===== config.mk =====
export PLATFORM = sky130hd
export DESIGN_NAME = spin_yaw_braking_profile_core
export DESIGN_NICKNAME = d
export VERILOG_FILES = /design/src/sv/syb_pkg.sv /design/src/sv/syb_mul.sv /design/src/sv/syb_sqrt.sv /design/src/sv/spin_yaw_braking_profile_core.sv
export SDC_FILE = /design/constraint.sdc
export NUM_CORES = 1
export LEC_CHECK = 0
export ABC_AREA = 1
export ABC_CLOCK_PERIOD_IN_PS = 12500
export BUFFER_PORTS_ARGS = -buffer_cell sky130_fd_sc_hd__buf_2
export CORE_MARGIN = 4
export CORE_UTILIZATION = 35
export DETAILED_ROUTE_END_ITERATION = 12
export PLACE_DENSITY = 0.56
export SLEW_MARGIN = 15
export SYNTH_ARGS = -nofsm -noshare
export SYNTH_HDL_FRONTEND = slang
export SYNTH_SLANG_ARGS = --single-unit

===== constraint.sdc =====
create_clock -name i_clk -period 12.5 [get_ports i_clk]
set_clock_uncertainty 0.05 [all_clocks]
set_input_delay 1.25 -clock i_clk [delete_from_list [all_inputs] [get_ports i_clk]]
set_output_delay 1.25 -clock i_clk [all_outputs]
set_load 0.05 [all_outputs]

===== src/sv/syb_pkg.sv =====
// Shared types and constants of the spin yaw braking profile block
package syb_pkg;

    // pi scaled by 2^32, rounded; scaled down to the angle format at elaboration
    localparam longint PI_Q32 = 64'd13493037705;

    // Input word kinds
    localparam logic OP_START  = 1'b0;
    localparam logic OP_SAMPLE = 1'b1;

    // Result status codes
    localparam logic [1:0] ST_RUN  = 2'd0;
    localparam logic [1:0] ST_DONE = 2'd1;
    localparam logic [1:0] ST_FAIL = 2'd2;

    // Configuration register indexes
    localparam logic [1:0] CFG_MAX_RATE = 2'd0;
    localparam logic [1:0] CFG_MIN_RATE = 2'd1;
    localparam logic [1:0] CFG_ACCEL    = 2'd2;

    // Configuration reset values
    localparam logic [14:0] MAX_RATE_RST = 15'd4096;
    localparam logic [14:0] MIN_RATE_RST = 15'd1638;
    localparam logic [15:0] ACCEL_RST    = 16'd13107;

    // Sequencer states
    typedef enum logic [2:0] {
        S_IDLE,
        S_UPDATE,
        S_REM,
        S_MUL,
        S_SQRT,
        S_CLAMP,
        S_EMIT
    } t_state;

endpackage


===== src/sv/syb_mul.sv =====
// Bit-serial shift-add multiplier, one multiplier bit per cycle
module syb_mul #(
    parameter int AW = 24,
    parameter int BW = 16
) (
    input  logic                 i_clk,
    input  logic                 i_rst_n,
    input  logic                 i_start,
    input  logic [AW-1:0]        i_a,
    input  logic [BW-1:0]        i_b,
    output logic                 o_done,
    output logic [AW+BW-1:0]     o_product
);

    localparam int CW = $clog2(BW + 1);

    logic              r_busy, n_busy;
    logic              r_done, n_done;
    logic [CW-1:0]     r_cnt, n_cnt;
    logic [AW-1:0]     r_a;
    logic [AW+BW-1:0]  r_p, n_p;
    logic [AW:0]       w_sum;

    // Add the multiplicand into the upper half when the low bit is set, then shift right
    always_comb begin
        w_sum  = {1'b0, r_p[AW+BW-1:BW]} + (r_p[0] ? {1'b0, r_a} : '0);
        n_p    = r_p;
        n_busy = r_busy;
        n_cnt  = r_cnt;
        n_done = 1'b0;
        if (i_start) begin
            n_p    = {{AW{1'b0}}, i_b};
            n_busy = 1'b1;
            n_cnt  = CW'(BW);
        end else if (r_busy) begin
            n_p   = {w_sum, r_p[BW-1:1]};
            n_cnt = r_cnt - 1'b1;
            if (r_cnt == CW'(1)) begin
                n_busy = 1'b0;
                n_done = 1'b1;
            end
        end
    end

    // Hold control state
    always_ff @(posedge i_clk) begin
        if (!i_rst_n) begin
            r_busy <= 1'b0;
            r_done <= 1'b0;
            r_cnt  <= '0;
        end else begin
            r_busy <= n_busy;
            r_done <= n_done;
            r_cnt  <= n_cnt;
        end
    end

    // Hold operands and partial product
    always_ff @(posedge i_clk) begin
        if (i_start) begin
            r_a <= i_a;
        end
        r_p <= n_p;
    end

    assign o_done    = r_done;
    assign o_product = r_p;

endmodule


===== src/sv/syb_sqrt.sv =====
// Digit-serial restoring integer square root, two radicand bits per cycle
module syb_sqrt #(
    parameter int XW = 41
) (
    input  logic                        i_clk,
    input  logic                        i_rst_n,
    input  logic                        i_start,
    input  logic [XW-1:0]               i_x,
    output logic                        o_done,
    output logic [(XW+(XW%2))/2-1:0]    o_root
);

    localparam int XE = XW + (XW % 2);
    localparam int RW = XE / 2;
    localparam int CW = $clog2(RW + 1);

    logic              r_busy, n_busy;
    logic              r_done, n_done;
    logic [CW-1:0]     r_cnt, n_cnt;
    logic [XE-1:0]     r_x, n_x;
    logic [RW-1:0]     r_rem, n_rem;
    logic [RW-1:0]     r_root, n_root;
    logic [RW+1:0]     w_rem_sh;
    logic [RW+1:0]     w_trial;
    logic [RW+1:0]     w_diff;
    logic              w_ge;

    // Bring down two radicand bits and try the next root digit
    always_comb begin
        w_rem_sh = {r_rem, r_x[XE-1 -: 2]};
        w_trial  = {r_root, 2'b01};
        w_ge     = (w_rem_sh >= w_trial);
        w_diff   = w_rem_sh - w_trial;
        n_x      = r_x;
        n_rem    = r_rem;
        n_root   = r_root;
        n_busy   = r_busy;
        n_cnt    = r_cnt;
        n_done   = 1'b0;
        if (i_start) begin
            n_x    = XE'(i_x);
            n_rem  = '0;
            n_root = '0;
            n_busy = 1'b1;
            n_cnt  = CW'(RW);
        end else if (r_busy) begin
            n_x    = {r_x[XE-3:0], 2'b00};
            n_rem  = w_ge ? w_diff[RW-1:0] : w_rem_sh[RW-1:0];
            n_root = {r_root[RW-2:0], w_ge};
            n_cnt  = r_cnt - 1'b1;
            if (r_cnt == CW'(1)) begin
                n_busy = 1'b0;
                n_done = 1'b1;
            end
        end
    end

    // Hold control state
    always_ff @(posedge i_clk) begin
        if (!i_rst_n) begin
            r_busy <= 1'b0;
            r_done <= 1'b0;
            r_cnt  <= '0;
        end else begin
            r_busy <= n_busy;
            r_done <= n_done;
            r_cnt  <= n_cnt;
        end
    end

    // Hold radicand, partial remainder and root
    always_ff @(posedge i_clk) begin
        r_x    <= n_x;
        r_rem  <= n_rem;
        r_root <= n_root;
    end

    assign o_done = r_done;
    assign o_root = r_root;

endmodule


===== src/sv/spin_yaw_braking_profile_core.sv =====
// Top level of the spin yaw braking profile: unwrap, accumulate, sqrt braking rate
//
//  channel   | dir | handshake                        | payload
//  ----------+-----+----------------------------------+------------------------------------
//  s_axis    | in  | i_s_axis_tvalid / o_s_axis_tready| tdata heading, target_turn; tuser op, pose_valid
//  m_axis    | out | o_m_axis_tvalid / i_m_axis_tready| tdata rate_command, turned_angle; tuser status
//  cfg       | in  | i_cfg_valid / o_cfg_ready        | i_cfg_index, i_cfg_data
//
// One word at a time. A start word or a word without pose goes through S_UPDATE and S_EMIT,
// a sample that has reached its goal also through S_REM; a running sample also waits in
// S_MUL and S_SQRT on the bit-serial multiplier (one accel_limit bit a cycle) and the square
// root (two radicand bits a cycle), then passes S_CLAMP. The input reopens as the result
// enters the output register. Synchronous active-low reset clears the sequencer, configuration,
// spin state and output valid; no clearing pass. A result stalled at the output holds the block
// in its last step only once the output register is full; the next word is taken while it waits.
module spin_yaw_braking_profile_core import syb_pkg::*; #(
    parameter int FRAC_BITS       = 12,
    parameter int ANGLE_ACC_WIDTH = 24
) (
    input  logic        i_clk,
    input  logic        i_rst_n,
    // input stream
    input  logic        i_s_axis_tvalid,
    output logic        o_s_axis_tready,
    input  logic [39:0] i_s_axis_tdata,   // [14:0] heading, [38:15] target_turn, [39] zero
    input  logic [1:0]  i_s_axis_tuser,   // [0] op, [1] pose_valid
    // result stream
    output logic        o_m_axis_tvalid,
    input  logic        i_m_axis_tready,
    output logic [39:0] o_m_axis_tdata,   // [15:0] rate_command, [39:16] turned_angle
    output logic [1:0]  o_m_axis_tuser,   // [1:0] status
    // configuration writes
    input  logic        i_cfg_valid,
    output logic        o_cfg_ready,
    input  logic [1:0]  i_cfg_index,
    input  logic [15:0] i_cfg_data
);

    localparam int W  = ANGLE_ACC_WIDTH;
    localparam int DW = (FRAC_BITS + 4 > 17) ? FRAC_BITS + 4 : 17;
    localparam int SW = ((W > DW) ? W : DW) + 1;
    localparam int TW = (W > 24) ? W : 24;
    localparam int PW = W + 16;
    localparam int XW = PW + 1;
    localparam int RW = (XW + (XW % 2)) / 2;

    localparam longint PI_Q     = (PI_Q32 + (longint'(1) << (31 - FRAC_BITS)))
                                  >>> (32 - FRAC_BITS);
    localparam longint TWO_PI_Q = (2 * PI_Q32 + (longint'(1) << (31 - FRAC_BITS)))
                                  >>> (32 - FRAC_BITS);
    localparam longint ACC_HI_L = (longint'(1) << (W - 1)) - 1;
    localparam longint ACC_LO_L = -ACC_HI_L - 1;

    localparam logic signed [DW-1:0] PI_D     = DW'(PI_Q);
    localparam logic signed [DW-1:0] NPI_D    = DW'(-PI_Q);
    localparam logic signed [DW-1:0] TWO_PI_D = DW'(TWO_PI_Q);
    localparam logic signed [SW-1:0] ACC_HI_S = SW'(ACC_HI_L);
    localparam logic signed [SW-1:0] ACC_LO_S = SW'(ACC_LO_L);
    localparam logic signed [TW-1:0] ACC_HI_T = TW'(ACC_HI_L);
    localparam logic signed [TW-1:0] ACC_LO_T = TW'(ACC_LO_L);

    t_state r_state, n_state;

    // configuration registers
    logic [14:0]           r_max_rate;
    logic [14:0]           r_min_rate;
    logic [15:0]           r_accel;

    // captured input word
    logic                  r_in_op;
    logic                  r_in_valid;
    logic signed [14:0]    r_in_heading;
    logic signed [23:0]    r_in_target;

    // spin state
    logic signed [14:0]    r_last;
    logic signed [W-1:0]   r_turned;
    logic signed [W-1:0]   r_goal;

    // result under construction and output register
    logic [1:0]            r_res_status;
    logic signed [15:0]    r_res_rate;
    logic                  r_m_valid;
    logic [1:0]            r_m_status;
    logic [15:0]           r_m_rate;
    logic [23:0]           r_m_turned;

    logic                  w_in_acc;
    logic                  w_cfg_acc;
    logic                  w_out_free;
    logic signed [DW-1:0]  w_d_raw;
    logic signed [DW-1:0]  w_d_unw;
    logic signed [SW-1:0]  w_sum;
    logic signed [W-1:0]   w_sum_sat;
    logic signed [TW-1:0]  w_tgt;
    logic signed [W-1:0]   w_tgt_sat;
    logic signed [W:0]     w_abs_goal;
    logic signed [W:0]     w_abs_turned;
    logic signed [W+1:0]   w_rem;
    logic                  w_rem_pos;
    logic [RW-1:0]         w_low;
    logic [14:0]           w_vel;
    logic signed [63:0]    w_turned_ext;

    logic                  w_mul_start;
    logic                  w_mul_done;
    logic [PW-1:0]         w_product;
    logic                  w_sqrt_done;
    logic [RW-1:0]         w_root;

    assign w_in_acc   = i_s_axis_tvalid && o_s_axis_tready;
    assign w_cfg_acc  = i_cfg_valid && o_cfg_ready;
    assign w_out_free = !r_m_valid || i_m_axis_tready;

    // Unwrap the heading change and saturate the accumulated turn
    always_comb begin
        w_d_raw = DW'(r_in_heading) - DW'(r_last);
        priority if (w_d_raw > PI_D) begin
            w_d_unw = w_d_raw - TWO_PI_D;
        end else if (w_d_raw < NPI_D) begin
            w_d_unw = w_d_raw + TWO_PI_D;
        end else begin
            w_d_unw = w_d_raw;
        end
        w_sum = SW'(r_turned) + SW'(w_d_unw);
        priority if (w_sum > ACC_HI_S) begin
            w_sum_sat = W'(ACC_HI_S);
        end else if (w_sum < ACC_LO_S) begin
            w_sum_sat = W'(ACC_LO_S);
        end else begin
            w_sum_sat = W'(w_sum);
        end
    end

    // Saturate the commanded turn into the accumulator width
    always_comb begin
        w_tgt = TW'(r_in_target);
        priority if (w_tgt > ACC_HI_T) begin
            w_tgt_sat = W'(ACC_HI_T);
        end else if (w_tgt < ACC_LO_T) begin
            w_tgt_sat = W'(ACC_LO_T);
        end else begin
            w_tgt_sat = W'(w_tgt);
        end
    end

    // Remaining angle from the magnitudes of goal and turned total
    always_comb begin
        w_abs_goal   = r_goal[W-1] ? -((W+1)'(r_goal)) : (W+1)'(r_goal);
        w_abs_turned = r_turned[W-1] ? -((W+1)'(r_turned)) : (W+1)'(r_turned);
        w_rem        = (W+2)'(w_abs_goal) - (W+2)'(w_abs_turned);
        w_rem_pos    = !w_rem[W+1] && (w_rem != '0);
    end

    // Clamp the root up to min_rate, then down to max_rate
    always_comb begin
        w_low = (w_root < RW'(r_min_rate)) ? RW'(r_min_rate) : w_root;
        w_vel = (w_low > RW'(r_max_rate)) ? r_max_rate : w_low[14:0];
    end

    assign w_turned_ext = 64'(r_turned);

    // accel_limit * remaining, one accel bit a cycle; doubled at the square root input
    syb_mul #(
        .AW (W),
        .BW (16)
    ) u_syb_mul (
        .i_clk     (i_clk),
        .i_rst_n   (i_rst_n),
        .i_start   (w_mul_start),
        .i_a       (w_rem[W-1:0]),
        .i_b       (r_accel),
        .o_done    (w_mul_done),
        .o_product (w_product)
    );

    // floor(sqrt(.)), two radicand bits a cycle
    syb_sqrt #(
        .XW (XW)
    ) u_syb_sqrt (
        .i_clk   (i_clk),
        .i_rst_n (i_rst_n),
        .i_start (w_mul_done),
        .i_x     ({w_product, 1'b0}),
        .o_done  (w_sqrt_done),
        .o_root  (w_root)
    );

    // Next state
    always_comb begin
        n_state = r_state;
        unique case (r_state)
            S_IDLE: begin
                if (w_in_acc) begin
                    n_state = S_UPDATE;
                end
            end
            S_UPDATE: begin
                if (!r_in_valid || (r_in_op == OP_START)) begin
                    n_state = S_EMIT;
                end else begin
                    n_state = S_REM;
                end
            end
            S_REM: begin
                n_state = w_rem_pos ? S_MUL : S_EMIT;
            end
            S_MUL: begin
                if (w_mul_done) begin
                    n_state = S_SQRT;
                end
            end
            S_SQRT: begin
                if (w_sqrt_done) begin
                    n_state = S_CLAMP;
                end
            end
            S_CLAMP: begin
                n_state = S_EMIT;
            end
            S_EMIT: begin
                if (w_out_free) begin
                    n_state = S_IDLE;
                end
            end
            default: begin
                n_state = S_IDLE;
            end
        endcase
    end

    // Sequencer outputs
    always_comb begin
        o_s_axis_tready = (r_state == S_IDLE);
        w_mul_start     = (r_state == S_REM) && w_rem_pos;
    end

    // Advance the sequencer
    always_ff @(posedge i_clk) begin
        if (!i_rst_n) begin
            r_state <= S_IDLE;
        end else begin
            r_state <= n_state;
        end
    end

    // Write configuration registers
    always_ff @(posedge i_clk) begin
        if (!i_rst_n) begin
            r_max_rate <= MAX_RATE_RST;
            r_min_rate <= MIN_RATE_RST;
            r_accel    <= ACCEL_RST;
        end else if (w_cfg_acc) begin
            unique case (i_cfg_index)
                CFG_MAX_RATE: r_max_rate <= i_cfg_data[14:0];
                CFG_MIN_RATE: r_min_rate <= i_cfg_data[14:0];
                CFG_ACCEL:    r_accel    <= i_cfg_data;
                default:      ;
            endcase
        end
    end

    assign o_cfg_ready = 1'b1;

    // Capture the input word
    always_ff @(posedge i_clk) begin
        if (w_in_acc) begin
            r_in_op      <= i_s_axis_tuser[0];
            r_in_valid   <= i_s_axis_tuser[1];
            r_in_heading <= i_s_axis_tdata[14:0];
            r_in_target  <= i_s_axis_tdata[38:15];
        end
    end

    // Update spin state; a word without pose leaves it untouched
    always_ff @(posedge i_clk) begin
        if (!i_rst_n) begin
            r_last   <= '0;
            r_turned <= '0;
            r_goal   <= '0;
        end else if ((r_state == S_UPDATE) && r_in_valid) begin
            r_last <= r_in_heading;
            if (r_in_op == OP_START) begin
                r_turned <= '0;
                r_goal   <= w_tgt_sat;
            end else begin
                r_turned <= w_sum_sat;
            end
        end
    end

    // Build status and rate of the current word
    always_ff @(posedge i_clk) begin
        unique case (r_state)
            S_UPDATE: begin
                r_res_status <= r_in_valid ? ST_RUN : ST_FAIL;
                r_res_rate   <= '0;
            end
            S_REM: begin
                r_res_status <= w_rem_pos ? ST_RUN : ST_DONE;
                r_res_rate   <= '0;
            end
            S_CLAMP: begin
                r_res_rate <= r_goal[W-1] ? -$signed({1'b0, w_vel}) : $signed({1'b0, w_vel});
            end
            default: ;
        endcase
    end

    // Output register: load on emit when free, drop when taken
    always_ff @(posedge i_clk) begin
        if (!i_rst_n) begin
            r_m_valid <= 1'b0;
        end else if ((r_state == S_EMIT) && w_out_free) begin
            r_m_valid <= 1'b1;
        end else if (i_m_axis_tready) begin
            r_m_valid <= 1'b0;
        end
    end

    always_ff @(posedge i_clk) begin
        if ((r_state == S_EMIT) && w_out_free) begin
            r_m_status <= r_res_status;
            r_m_rate   <= r_res_rate;
            r_m_turned <= w_turned_ext[23:0];
        end
    end

    assign o_m_axis_tvalid = r_m_valid;
    assign o_m_axis_tdata  = {r_m_turned, r_m_rate};
    assign o_m_axis_tuser  = r_m_status;

endmodule


==> results_dict.tcl <==
set metrics [dict create \
    antenna_found_initial 0 \
    powerDensity_mw_per_mm2 312 \
    max-slew-margin-rel 0.297 \
    grt_usage 0.170 \
    grt-ovfl-total 0 \
    die-height_um 268 \
    synthesis.area_mm2 0.0236 \
    final_common_cell "nand2_1" \
    async_reset_ff_frac 0 \
    tightestPinTransition_ns 1.06 \
    fin_setup_tns_ns 0 \
    n_antenna_cell 0 \
    yosysSeqAreaShare 0.394 \
    p_leak_nw 12.3 \
    clk_latency_ns 0.59 \
    postSynthAreaPerCell_um2 7.48 \
    fp.dieArea_mm2 0.0717 \
    hold_class "flop to flop" \
    yosys_warnings 0 \
    pin_count 110 \
    setup_viol 0 \
    cts_hold_buf 0 \
    crit_arrival_ns 6.91 \
    grt_pass1_wl_um 99700 \
    fin_hold_ws_ns 0.367 \
    hold_violations 0 \
    ant_nets 0 \
    nets 3465 \
    crit_path_top_delay_cell "a22oi_1" \
    rsz0062_at_grt "false" \
    finalCritPeriodShare 0.516 \
    cts_setup_buffers 0 \
    endpoint_kind "flop" \
    slowest_delay_ns 0.82 \
    initial_utilization 0.356 \
    clockBufferDepth 3 \
    drt-total-wl_um 61300 \
    dp_slack_ns 6.09 \
    nFillCells 6984 \
    wire_per_inst_um 14.8 \
    htree_levels 2 \
    cts_made_buffers 42 \
    cpMostUsedCell "nand2_1" \
    cts.clk_slew.worst_paths_ns 0.06 \
    drt_first_pass_iters 5 \
    status "complete, no violations" \
    cts_resized 0 \
    grt_max_degree 88 \
    fin_ws_ns 6.05 \
    slew_violations 0 \
    core-area_mm2 0.0663 \
    syn_inst 3159 \
    grt_pass1_vias 19100 \
    dieWidth_um 268 \
    vias 20000 \
    peakVddDrop_uv 141 \
    cap_violations 0 \
    synth.distinct_cells 61 \
    period_minus_slack_ns 6.45 \
    dp_cells 4065 \
    crit_path_start_kind "flop" \
    portBuffers 107 \
    path_class "flop to flop" \
    layout_common_cells "850 x nand2_1, 466 x inv_1, 239 x a21oi_1" \
    fin_cells 4143 \
    yosys_most_used_dff "dfxtp_1" \
    dp_hpwl_um 46700 \
    drtIter0Drc 1115 \
    rows 94 \
    synth_seq_cells 375 \
    max_freq_mhz 155 \
    cts-root-buf "clkbuf_16" \
    worst-path-max-fanout 23 \
    fin_util 0.398 \
    cts.sinks 375 \
    required_ns 12.96 \
    synth_edf_count 181 \
    gp_congestion 0.882 \
    drc 0 \
    layout-drive-gt1-share 0.0964 \
    syn_to_final_growth_pct 11.7 \
    cts_tree "built" \
    viasPerCell 4.84 \
]
cells by family (layout without fill, tap and decap cells):
| group | count (synthesis) | after routing | share of synthesized area |
|---|---|---|---|
| DFF | 375 | 375 | 0.394 |
| muxes | 1 | 1 | 0.000424 |
| xor gates and xnor gates | 93 | 93 | 0.0361 |
| adders and majority gates | 155 | 155 | 0.0834 |
| buffers and inverters | 576 | 695 | 0.0949 |
| other | 2 | 3 | 0.000318 |
| AOI/OAI and AO/OA | 587 | 587 | 0.140 |
| and+or+nand+nor | 1370 | 1370 | 0.250 |
final timing paths:
| path | from | endpoint | slack (ns) | cells past startpoint |
|---|---|---|---|---|
| worst min-delay path | r_res_rate[8] | r_m_rate[8] | 0.37 | 0 |
| worst min register to register | r_res_rate[8] | r_m_rate[8] | 0.37 | 0 |
| worst max-delay path | r_in_heading[0] | r_turned[2] | 6.05 | 29 |
| worst max register to register | r_in_heading[0] | r_turned[2] | 6.05 | 29 |
per-layer routing:
layer	global-route usage	routed length, um
met1	0.231	29400
met2	0.290	28300
met3	0.0211	2140
met4	0.0436	1470
met5	0	0
sequential cells by signal (all words and copies together), names as in the netlist, 2 cells and up:
register             flops
r_in_heading            15
r_state                  3
r_m_rate                16
r_in_target             24
r_accel                 16
u_syb_sqrt.o_root       21
r_goal                  24
u_syb_mul.r_a           24
u_syb_mul.o_product     40
r_res_rate              16
u_syb_sqrt.r_cnt         5
r_m_turned              24
r_min_rate              15
o_m_axis_tuser           2
r_max_rate              15
r_last                  15
u_syb_sqrt.r_x          41
r_turned                24
u_syb_sqrt.r_rem        21
u_syb_mul.r_cnt          5
r_res_status             2
worst max-delay path: cells and delay by family (launching register included):
| family | cells | cell delay, ns |
|---|---|---|
| buffers and inverters | 3 | 0.27 |
| adder cells (fa/ha/maj) | 3 | 0.86 |
| AND/OR/NAND/NOR | 17 | 2.82 |
| flip-flops | 1 | 0.41 |
| XOR/XNOR | 2 | 0.67 |
| AO/OA/AOI/OAI | 4 | 1.30 |
power breakdown:
part / internal, mW / switching (mW)
clock: 0.736 / 0.536
sequential: 1.74 / 0.214
combinational: 1.66 / 3.37
Yosys cell counts, drive strengths merged (12+ instances only):
master / instances / area (um2)
a21oi: 241 / 1210
a31oi: 19 / 119
buf: 21 / 156
clkbuf: 60 / 225
dfxtp: 194 / 3880
edfxtp: 181 / 5440
ha: 151 / 1890
inv: 493 / 1850
nand2: 876 / 3400
nand3: 150 / 858
nand4: 45 / 282
nor2: 212 / 851
nor3: 50 / 262
o211ai: 23 / 198
o21ai: 219 / 1130
o21bai: 12 / 93.8
o22ai: 22 / 138
xnor2: 29 / 254
xor2: 64 / 598
metrics by stage:
stage               cell area, um2  total power, mW
global placement             25000             6.96
detailed placement           25000             6.98
CTS                          26400             8.29
finish                       26400             8.25
floorplan                    23600             5.83
global route                 26400             9.11
area by class of cell:
type	instances	area, um2	share of cell area
Multi-Input combinational cell	2209	12100	0.458
Sequential cell	375	9320	0.353
Inverter	495	1860	0.0705
Clock buffer	50	1090	0.0413
Tap cell	864	1080	0.0410
Timing Repair Buffer	122	648	0.0246
Clock inverter	28	320	0.0121
(Power assumes the default switching activity.)
